## src/hdl/circular_queue_with_reverse_assert.svh

```systemverilog
// Assertion macros shared by the queue modules.
`ifndef CIRCULAR_QUEUE_WITH_REVERSE_ASSERT_SVH
`define CIRCULAR_QUEUE_WITH_REVERSE_ASSERT_SVH

// Condition must hold at every clock edge outside reset.
`define CQR_ASSERT_ALWAYS(label, clk, rst, cond) \
  label: assert property (@(posedge clk) disable iff (rst) (cond)) \
    else $error("queue invariant violated");

// Antecedent implies consequent in the same cycle.
`define CQR_ASSERT_IMPLIES(label, clk, rst, ante, cons) \
  label: assert property (@(posedge clk) disable iff (rst) (ante) |-> (cons)) \
    else $error("queue implication violated");

// Antecedent implies consequent in the following cycle.
`define CQR_ASSERT_NEXT(label, clk, rst, ante, cons) \
  label: assert property (@(posedge clk) disable iff (rst) (ante) |=> (cons)) \
    else $error("queue sequence violated");

`endif

```

## src/hdl/cqr_pkg.sv

```systemverilog
// Shared types and constants of the circular queue with reverse.
`timescale 1ns / 1ps

package cqr_pkg;

  localparam int DEPTH_DEFAULT = 128;
  localparam int DATA_W        = 32;
  localparam int OP_W          = 2;
  localparam int STATUS_W      = 2;
  localparam int OCC_W         = 8;

  localparam logic [OP_W-1:0] OP_ENQ = 2'd0;
  localparam logic [OP_W-1:0] OP_DEQ = 2'd1;
  localparam logic [OP_W-1:0] OP_REV = 2'd2;

  localparam logic [STATUS_W-1:0] STAT_OK    = 2'd0;
  localparam logic [STATUS_W-1:0] STAT_FULL  = 2'd1;
  localparam logic [STATUS_W-1:0] STAT_EMPTY = 2'd2;

  localparam logic signed [DATA_W-1:0] EMPTY_WORD = -1;

  typedef enum logic {
    ST_IDLE,
    ST_READ
  } state_t;

  typedef enum logic [1:0] {
    DSEL_ZERO,
    DSEL_EMPTY,
    DSEL_RAM
  } data_sel_t;

  // Commands from the controller to the datapath.
  typedef struct packed {
    logic                enq;
    logic                deq;
    logic                rev;
    logic                res_load;
    logic [STATUS_W-1:0] res_status;
    data_sel_t           res_data_sel;
  } cmd_t;

  // Status from the datapath to the controller.
  typedef struct packed {
    logic full;
    logic empty;
  } stat_t;

endpackage

```

## src/hdl/circular_queue_with_reverse.sv

```systemverilog
// Top level of the circular queue with reverse: controller plus datapath.
//
// Usage: drive operation and value and raise start; the transaction is taken
// at a rising edge where start is high and busy is low. Operation codes:
// enqueue, dequeue, reverse stored order; the unused code does nothing.
// Each transaction yields one result on data, status and occupancy, marked
// by done for exactly one cycle; the receiver cannot stall, so sample it then.
// Latency: the result is registered in the cycle after acceptance for enqueue,
// reverse, no-op and an empty dequeue; a dequeue that reads the store passes
// through the registered read port of the entry RAM and then the result
// register.
// Throughput: one transaction per cycle except a reading dequeue, which
// holds busy while the RAM read completes.
// On reverse the ring pointers swap ends and the walk
// direction flips, with no words moved.
// Reset (rst, synchronous): the queue empties, busy and done drop. Store
// contents are left as they were and are never read before being rewritten.
`timescale 1ns / 1ps

module circular_queue_with_reverse import cqr_pkg::*; #(
  parameter int DEPTH = DEPTH_DEFAULT
) (
  input  logic                     clk,
  input  logic                     rst,
  input  logic                     start,
  output logic                     busy,
  input  logic [OP_W-1:0]          operation,
  input  logic signed [DATA_W-1:0] value,
  output logic                     done,
  output logic signed [DATA_W-1:0] data,
  output logic [STATUS_W-1:0]      status,
  output logic [OCC_W-1:0]         occupancy
);

  cmd_t  cmd;
  stat_t flags;

  // Decode each transaction and sequence the RAM read of a dequeue.
  cqr_ctrl u_ctrl (
    .clk      (clk),
    .rst      (rst),
    .start    (start),
    .operation(operation),
    .flags    (flags),
    .cmd      (cmd),
    .busy     (busy)
  );

  // Hold pointers, count and entries; register each result.
  cqr_datapath #(
    .DEPTH(DEPTH)
  ) u_datapath (
    .clk      (clk),
    .rst      (rst),
    .cmd      (cmd),
    .value    (value),
    .flags    (flags),
    .data     (data),
    .status   (status),
    .occupancy(occupancy),
    .done     (done)
  );

endmodule

```

## src/hdl/cqr_ram.sv

```systemverilog
// Generic single-write, single-read RAM with registered read data.
`timescale 1ns / 1ps

module cqr_ram #(
  parameter int WIDTH = 32,
  parameter int DEPTH = 128
) (
  input  logic                     clk,
  input  logic                     wr_en,
  input  logic [$clog2(DEPTH)-1:0] wr_addr,
  input  logic [WIDTH-1:0]         wr_data,
  input  logic                     rd_en,
  input  logic [$clog2(DEPTH)-1:0] rd_addr,
  output logic [WIDTH-1:0]         rd_data
);

  logic [WIDTH-1:0] mem [DEPTH];

  always_ff @(posedge clk) begin
    if (wr_en) begin
      mem[wr_addr] <= wr_data;
    end
    if (rd_en) begin
      rd_data <= mem[rd_addr];
    end
  end

endmodule

```

## src/hdl/cqr_ctrl.sv

```systemverilog
// Controller of the circular queue: decodes operations and sequences reads.
`timescale 1ns / 1ps

module cqr_ctrl import cqr_pkg::*; (
  input  logic            clk,
  input  logic            rst,
  input  logic            start,
  input  logic [OP_W-1:0] operation,
  input  stat_t           flags,
  output cmd_t            cmd,
  output logic            busy
);

  state_t state;
  state_t state_next;
  logic   accept;

  assign accept = start && (state == ST_IDLE);
  assign busy   = (state != ST_IDLE);

  always_ff @(posedge clk) begin
    if (rst) begin
      state <= ST_IDLE;
    end else begin
      state <= state_next;
    end
  end

  always_comb begin
    state_next = state;
    case (state)
      ST_IDLE: begin
        if (accept && operation == OP_DEQ && !flags.empty) begin
          state_next = ST_READ;
        end
      end
      ST_READ: begin
        state_next = ST_IDLE;
      end
      default: begin
        state_next = ST_IDLE;
      end
    endcase
  end

  always_comb begin
    cmd              = '0;
    cmd.res_status   = STAT_OK;
    cmd.res_data_sel = DSEL_ZERO;
    case (state)
      ST_IDLE: begin
        if (accept) begin
          case (operation)
            OP_ENQ: begin
              if (flags.full) begin
                cmd.res_load   = 1'b1;
                cmd.res_status = STAT_FULL;
              end else begin
                cmd.enq      = 1'b1;
                cmd.res_load = 1'b1;
              end
            end
            OP_DEQ: begin
              if (flags.empty) begin
                cmd.res_load     = 1'b1;
                cmd.res_status   = STAT_EMPTY;
                cmd.res_data_sel = DSEL_EMPTY;
              end else begin
                cmd.deq = 1'b1;
              end
            end
            OP_REV: begin
              cmd.rev      = 1'b1;
              cmd.res_load = 1'b1;
            end
            default: begin
              cmd.res_load = 1'b1;
            end
          endcase
        end
      end
      ST_READ: begin
        cmd.res_load     = 1'b1;
        cmd.res_data_sel = DSEL_RAM;
      end
      default: begin
        cmd = '0;
      end
    endcase
  end

`include "circular_queue_with_reverse_assert.svh"

  `CQR_ASSERT_NEXT(a_read_one_cycle, clk, rst, state == ST_READ, state == ST_IDLE)
  `CQR_ASSERT_IMPLIES(a_single_cmd, clk, rst, 1'b1, $onehot0({cmd.enq, cmd.deq, cmd.rev}))

endmodule

```

## src/hdl/cqr_datapath.sv

```systemverilog
// Datapath of the circular queue: pointers, count, entry RAM, result registers.
`timescale 1ns / 1ps

module cqr_datapath import cqr_pkg::*; #(
  parameter int DEPTH = DEPTH_DEFAULT
) (
  input  logic                       clk,
  input  logic                       rst,
  input  cmd_t                       cmd,
  input  logic signed [DATA_W-1:0]   value,
  output stat_t                      flags,
  output logic signed [DATA_W-1:0]   data,
  output logic [STATUS_W-1:0]        status,
  output logic [OCC_W-1:0]           occupancy,
  output logic                       done
);

  localparam int AW = $clog2(DEPTH);
  localparam int CW = $clog2(DEPTH + 1);
  localparam logic [AW-1:0] LAST_SLOT = AW'(DEPTH - 1);

  logic [AW-1:0]      head;
  logic [AW-1:0]      head_next;
  logic [AW-1:0]      tail;
  logic [AW-1:0]      tail_next;
  logic               dir;
  logic               dir_next;
  logic [CW-1:0]      count;
  logic [CW-1:0]      count_next;
  logic [DATA_W-1:0]  rd_data;
  logic [DATA_W-1:0]  res_data;

  // Advance one slot forward or backward around the ring.
  function automatic logic [AW-1:0] step_slot(input logic [AW-1:0] x, input logic down);
    logic [AW-1:0] r;
    if (down) begin
      r = (x == '0) ? LAST_SLOT : x - 1'b1;
    end else begin
      r = (x == LAST_SLOT) ? '0 : x + 1'b1;
    end
    return r;
  endfunction

  assign flags.full  = (count == CW'(DEPTH));
  assign flags.empty = (count == '0);

  // The logical order runs forward or backward through the ring as dir says;
  // reverse swaps the ends and flips the direction instead of moving words.
  always_comb begin
    head_next  = head;
    tail_next  = tail;
    dir_next   = dir;
    count_next = count;
    if (cmd.enq) begin
      tail_next  = step_slot(tail, dir);
      count_next = count + 1'b1;
    end
    if (cmd.deq) begin
      head_next  = step_slot(head, dir);
      count_next = count - 1'b1;
    end
    if (cmd.rev) begin
      head_next = step_slot(tail, !dir);
      tail_next = step_slot(head, !dir);
      dir_next  = !dir;
    end
  end

  always_ff @(posedge clk) begin
    if (rst) begin
      head  <= '0;
      tail  <= '0;
      dir   <= 1'b0;
      count <= '0;
      done  <= 1'b0;
    end else begin
      head  <= head_next;
      tail  <= tail_next;
      dir   <= dir_next;
      count <= count_next;
      done  <= cmd.res_load;
    end
  end

  cqr_ram #(
    .WIDTH(DATA_W),
    .DEPTH(DEPTH)
  ) u_ram (
    .clk    (clk),
    .wr_en  (cmd.enq),
    .wr_addr(tail),
    .wr_data(value),
    .rd_en  (cmd.deq),
    .rd_addr(head),
    .rd_data(rd_data)
  );

  always_comb begin
    case (cmd.res_data_sel)
      DSEL_EMPTY: res_data = EMPTY_WORD;
      DSEL_RAM:   res_data = rd_data;
      default:    res_data = '0;
    endcase
  end

  always_ff @(posedge clk) begin
    if (cmd.res_load) begin
      data      <= res_data;
      status    <= cmd.res_status;
      occupancy <= OCC_W'(count_next);
    end
  end

`include "circular_queue_with_reverse_assert.svh"

  `CQR_ASSERT_ALWAYS(a_count_bound, clk, rst, count <= CW'(DEPTH))
  `CQR_ASSERT_IMPLIES(a_enq_not_full, clk, rst, cmd.enq, !flags.full)
  `CQR_ASSERT_NEXT(a_deq_count, clk, rst, cmd.deq, count == $past(count) - 1'b1)

endmodule
```

## config.mk

```make
export PLATFORM = sky130hd
export DESIGN_NAME = circular_queue_with_reverse
export DESIGN_NICKNAME = d
export VERILOG_FILES = /design/src/hdl/cqr_pkg.sv /design/src/hdl/circular_queue_with_reverse.sv /design/src/hdl/cqr_ram.sv /design/src/hdl/cqr_ctrl.sv /design/src/hdl/cqr_datapath.sv
export VERILOG_INCLUDE_DIRS = /design/src /design/src/hdl
export SDC_FILE = /design/constraint.sdc
export NUM_CORES = 2
export LEC_CHECK = 0
export ABC_AREA = 1
export BUFFER_PORTS_ARGS = -buffer_cell sky130_fd_sc_hd__buf_2
export CAP_MARGIN = 20
export CORE_MARGIN = 1
export CORE_UTILIZATION = 40
export CTS_CLUSTER_DIAMETER = 80
export DETAILED_ROUTE_END_ITERATION = 7
export HOLD_SLACK_MARGIN = 0.06
export PLACE_DENSITY = 0.53
export SLEW_MARGIN = 20
export SYNTH_ARGS = -nofsm -noshare
export SYNTH_HDL_FRONTEND = slang
export SYNTH_HIERARCHICAL = 1
export SYNTH_SLANG_ARGS = --single-unit
export TNS_END_PERCENT = 1
```

## constraint.sdc

```tcl
create_clock -name clk -period 9.14 [get_ports clk]
set_input_delay 2.285 -clock clk [delete_from_list [all_inputs] [get_ports clk]]
set_output_delay 2.285 -clock clk [all_outputs]
set_load 0.02 [all_outputs]
```

==> out/summary.txt <==
status -> finished clean
hpwl dp -> 294700 um
Setup Viol. Count Final -> 0
largest net degree at the start of global routing -> 202
min cycle time layout -> 4.725 ns
die width -> 651.5 um
Final WS setup -> 4.415 ns
sequential fraction of the synthesis area -> 74.50%
Post-Route Utilization -> 45.10%
fill count -> 38.03k
initial antenna violation count -> 34
drc violations -> 0
die height -> 651.5 um
Non-Filler Instances -> 19.73k
setup bufs post-CTS -> 0
CP arrival -> 5.44 ns
synthesized area -> 168700 sq um
commonest non-fill, non-tap cells in the layout -> nand2_1 (4256), edfxtp_1 (4170), nand3_1 (4084), clkbuf_16 (449), buf_4 (171)
later-pin clock latency in the skew report -> 1.02 ns
Power Density -> 226.8 nW/um^2
CTS tree -> built
Max-slew headroom -> 18.90%
Vias -> 109.2k
CP Data Required Time -> 9.86 ns
Peak VDD IR -> 0.1720 mV
yosys warns -> 6
#FFs+latches synth -> 4195
Slew @ Worst Pin -> 1.214 ns
overall power -> 0.04298 W
Num CTS Buffers -> 445
vias in the first global route -> 100.7k
synth-to-layout area growth -> 12.29%
first-pass GRT wire length -> 743500 um
Post-Place Worst Slack -> 3.640 ns
Root Driver -> clkbuf_16
cts hold-fix bufs -> 0
area occupied by multi-input gates -> 39040 sq um
Starting Density -> 40.16%
WL per Instance -> 26.68 um
CTS H-Tree Depth -> 5
R2R Setup Slk -> 4.41 ns
Placed Cells -> 18.87k
CTS Buffer Depth -> 4
DIE AREA -> 424500 sq um
Peak Freq -> 211.6 MHz
post-route setup TNS -> 0 ns
Avg Vias per Cell -> 5.537
Nets -> 13.75k
Final Max Slew Viols -> 0
# rows -> 238
Worst setup EP type -> flip-flop
share of cells above drive strength 1 -> 7.610%
mean area per synthesized cell -> 12.17 sq um
critical path class -> reg2reg
CTS resizes -> 0
Max Cap Viol -> 0
core outline area -> 420200 sq um
total clock sinks -> 4195
clk_skew -> 0.09962 ns
commonest non-fill, non-tap cell in the layout -> nand2_1
synthesized net count -> 13.92k
startpoint types -> flip-flop
RSZ-0062 raised after global routing -> no
GPL Wtd Cong -> 0.9102
Pre-Repair DR Iteration Count -> 6
Initial DRC Count -> 13.00k
GRT overflow -> 0
Final Hold Viols -> 0
worst-path maximum fanout -> 161
total leakage power -> 64.41 nW
period utilization -> 51.70%
io pins -> 81
post-route ant nets -> 0
Synth cell types -> 36
Clock transition at path regs -> 0.06 ns
drt total wl -> 526300 um
Register Area -> 125700 sq um
Post-Syn Instances -> 13.87k
Hold WC Path Type -> reg2reg
port buffer count -> 80
GRT Util Overall -> 24.07%
[area by class of cell]
class | instances | area share [%]
antenna | 30 | 0.03962
clock buffer | 547 | 6.139
clock inverter | 257 | 1.174
inverter | 76 | 0.1783
multi-input combinational | 8666 | 20.61
sequential | 4195 | 66.36
tap | 5640 | 3.724
timing repair buffer | 319 | 1.781
[kinds of logic after synthesis]
group | Yosys count | share of synthesized area (%)
flops | 4195 | 74.50
fa+ha+maj | 11 | 0.08156
compound gates | 67 | 0.2106
buf+inv | 1007 | 2.955
xor+xnor | 14 | 0.08156
simple gates | 8574 | 22.17
[worst max-delay path, cell delays in order (launching register included)]
cell	delay, ns
dfxtp_4	1.01
inv_16	0.44
buf_12	0.38
buf_4	0.54
nand2_1	0.14
nand3_1	0.09
nand3_1	0.25
nand3_1	0.28
nand3_1	0.26
nand3_1	0.43
nand3_1	0.27
nand2_1	0.08
[through the flow]
stage          area, sq um  hold slack, ns
6_report            189500          0.5890
4_1_cts             188900          0.5865
5_1_grt             189400          0.6131
2_1_floorplan       168700          0.5040
3_3_place_gp        174700          0.5689
3_5_place_dp        175000          0.5718
[sequential cells by signal, indices dropped and copies added (netlist names)]
name	flops
u_ctrl/busy	1
u_datapath/tail	7
u_datapath/u_ram/rd_data	32
u_datapath/head	7
u_datapath/data	32
u_datapath/count	8
u_datapath/dir	1
u_datapath/u_ram/mem	4096
u_datapath/done	1
u_datapath/status	2
u_datapath/occupancy	8
[report_power, final]
| group | internal (W) | switching [W] | leakage, nW | total, W |
|---|---|---|---|---|
| Combinational | 0.000919 | 0.00337 | 19.9 | 0.00429 |
| Sequential | 0.0212 | 0.0000921 | 37.7 | 0.0213 |
| Clock | 0.00978 | 0.00759 | 6.74 | 0.0174 |
[final timing paths]
check                                        from                                     end  cells past startpoint
hold / removal     u_datapath/count[7]$_SDFF_PP0_          u_datapath/count[7]$_SDFF_PP0_                      3
setup / recovery  u_datapath/head[0]$_SDFFE_PP0P_  u_datapath/u_ram/rd_data[23]$_DFFE_PP_                     11
setup reg to reg  u_datapath/head[0]$_SDFFE_PP0P_  u_datapath/u_ram/rd_data[23]$_DFFE_PP_                     11
hold reg to reg    u_datapath/count[7]$_SDFF_PP0_          u_datapath/count[7]$_SDFF_PP0_                      3
[synth_stat cells, drive strengths merged]
library cell / n / area share, %
a21oi: 39 / 0.12
nor2: 191 / 0.44
nor3: 15 / 0.051
ha: 11 / 0.082
nand4: 8 / 0.030
xor2: 13 / 0.076
clkinv: 1 / 0.0022
xnor2: 1 / 0.0052
nand2: 4268 / 9.5
buf: 811 / 2.5
a31oi: 3 / 0.011
nand3: 4084 / 12
o21ai: 22 / 0.070
nand3b: 2 / 0.016
o211ai: 2 / 0.0089
or2: 1 / 0.0037
clkbuf: 120 / 0.27
nor4: 2 / 0.0074
a221oi: 1 / 0.0052
edfxtp: 4170 / 74
inv: 75 / 0.17
and2: 3 / 0.011
dfxtp: 25 / 0.30
[per-layer routing]
| layer | routed length, um | up-vias | track usage (%) |
|---|---|---|---|
| met2 | 241000 | 4316 | 37.41 |
| met4 | 19580 | 2 | 8.449 |
| li1 | - | 49310 | - |
| met1 | 222700 | 54850 | 34.45 |
| met3 | 43040 | 764 | 3.703 |
| met5 | 14 | - | 0 |
No activity file was read; power rests on OpenSTA's default activity.
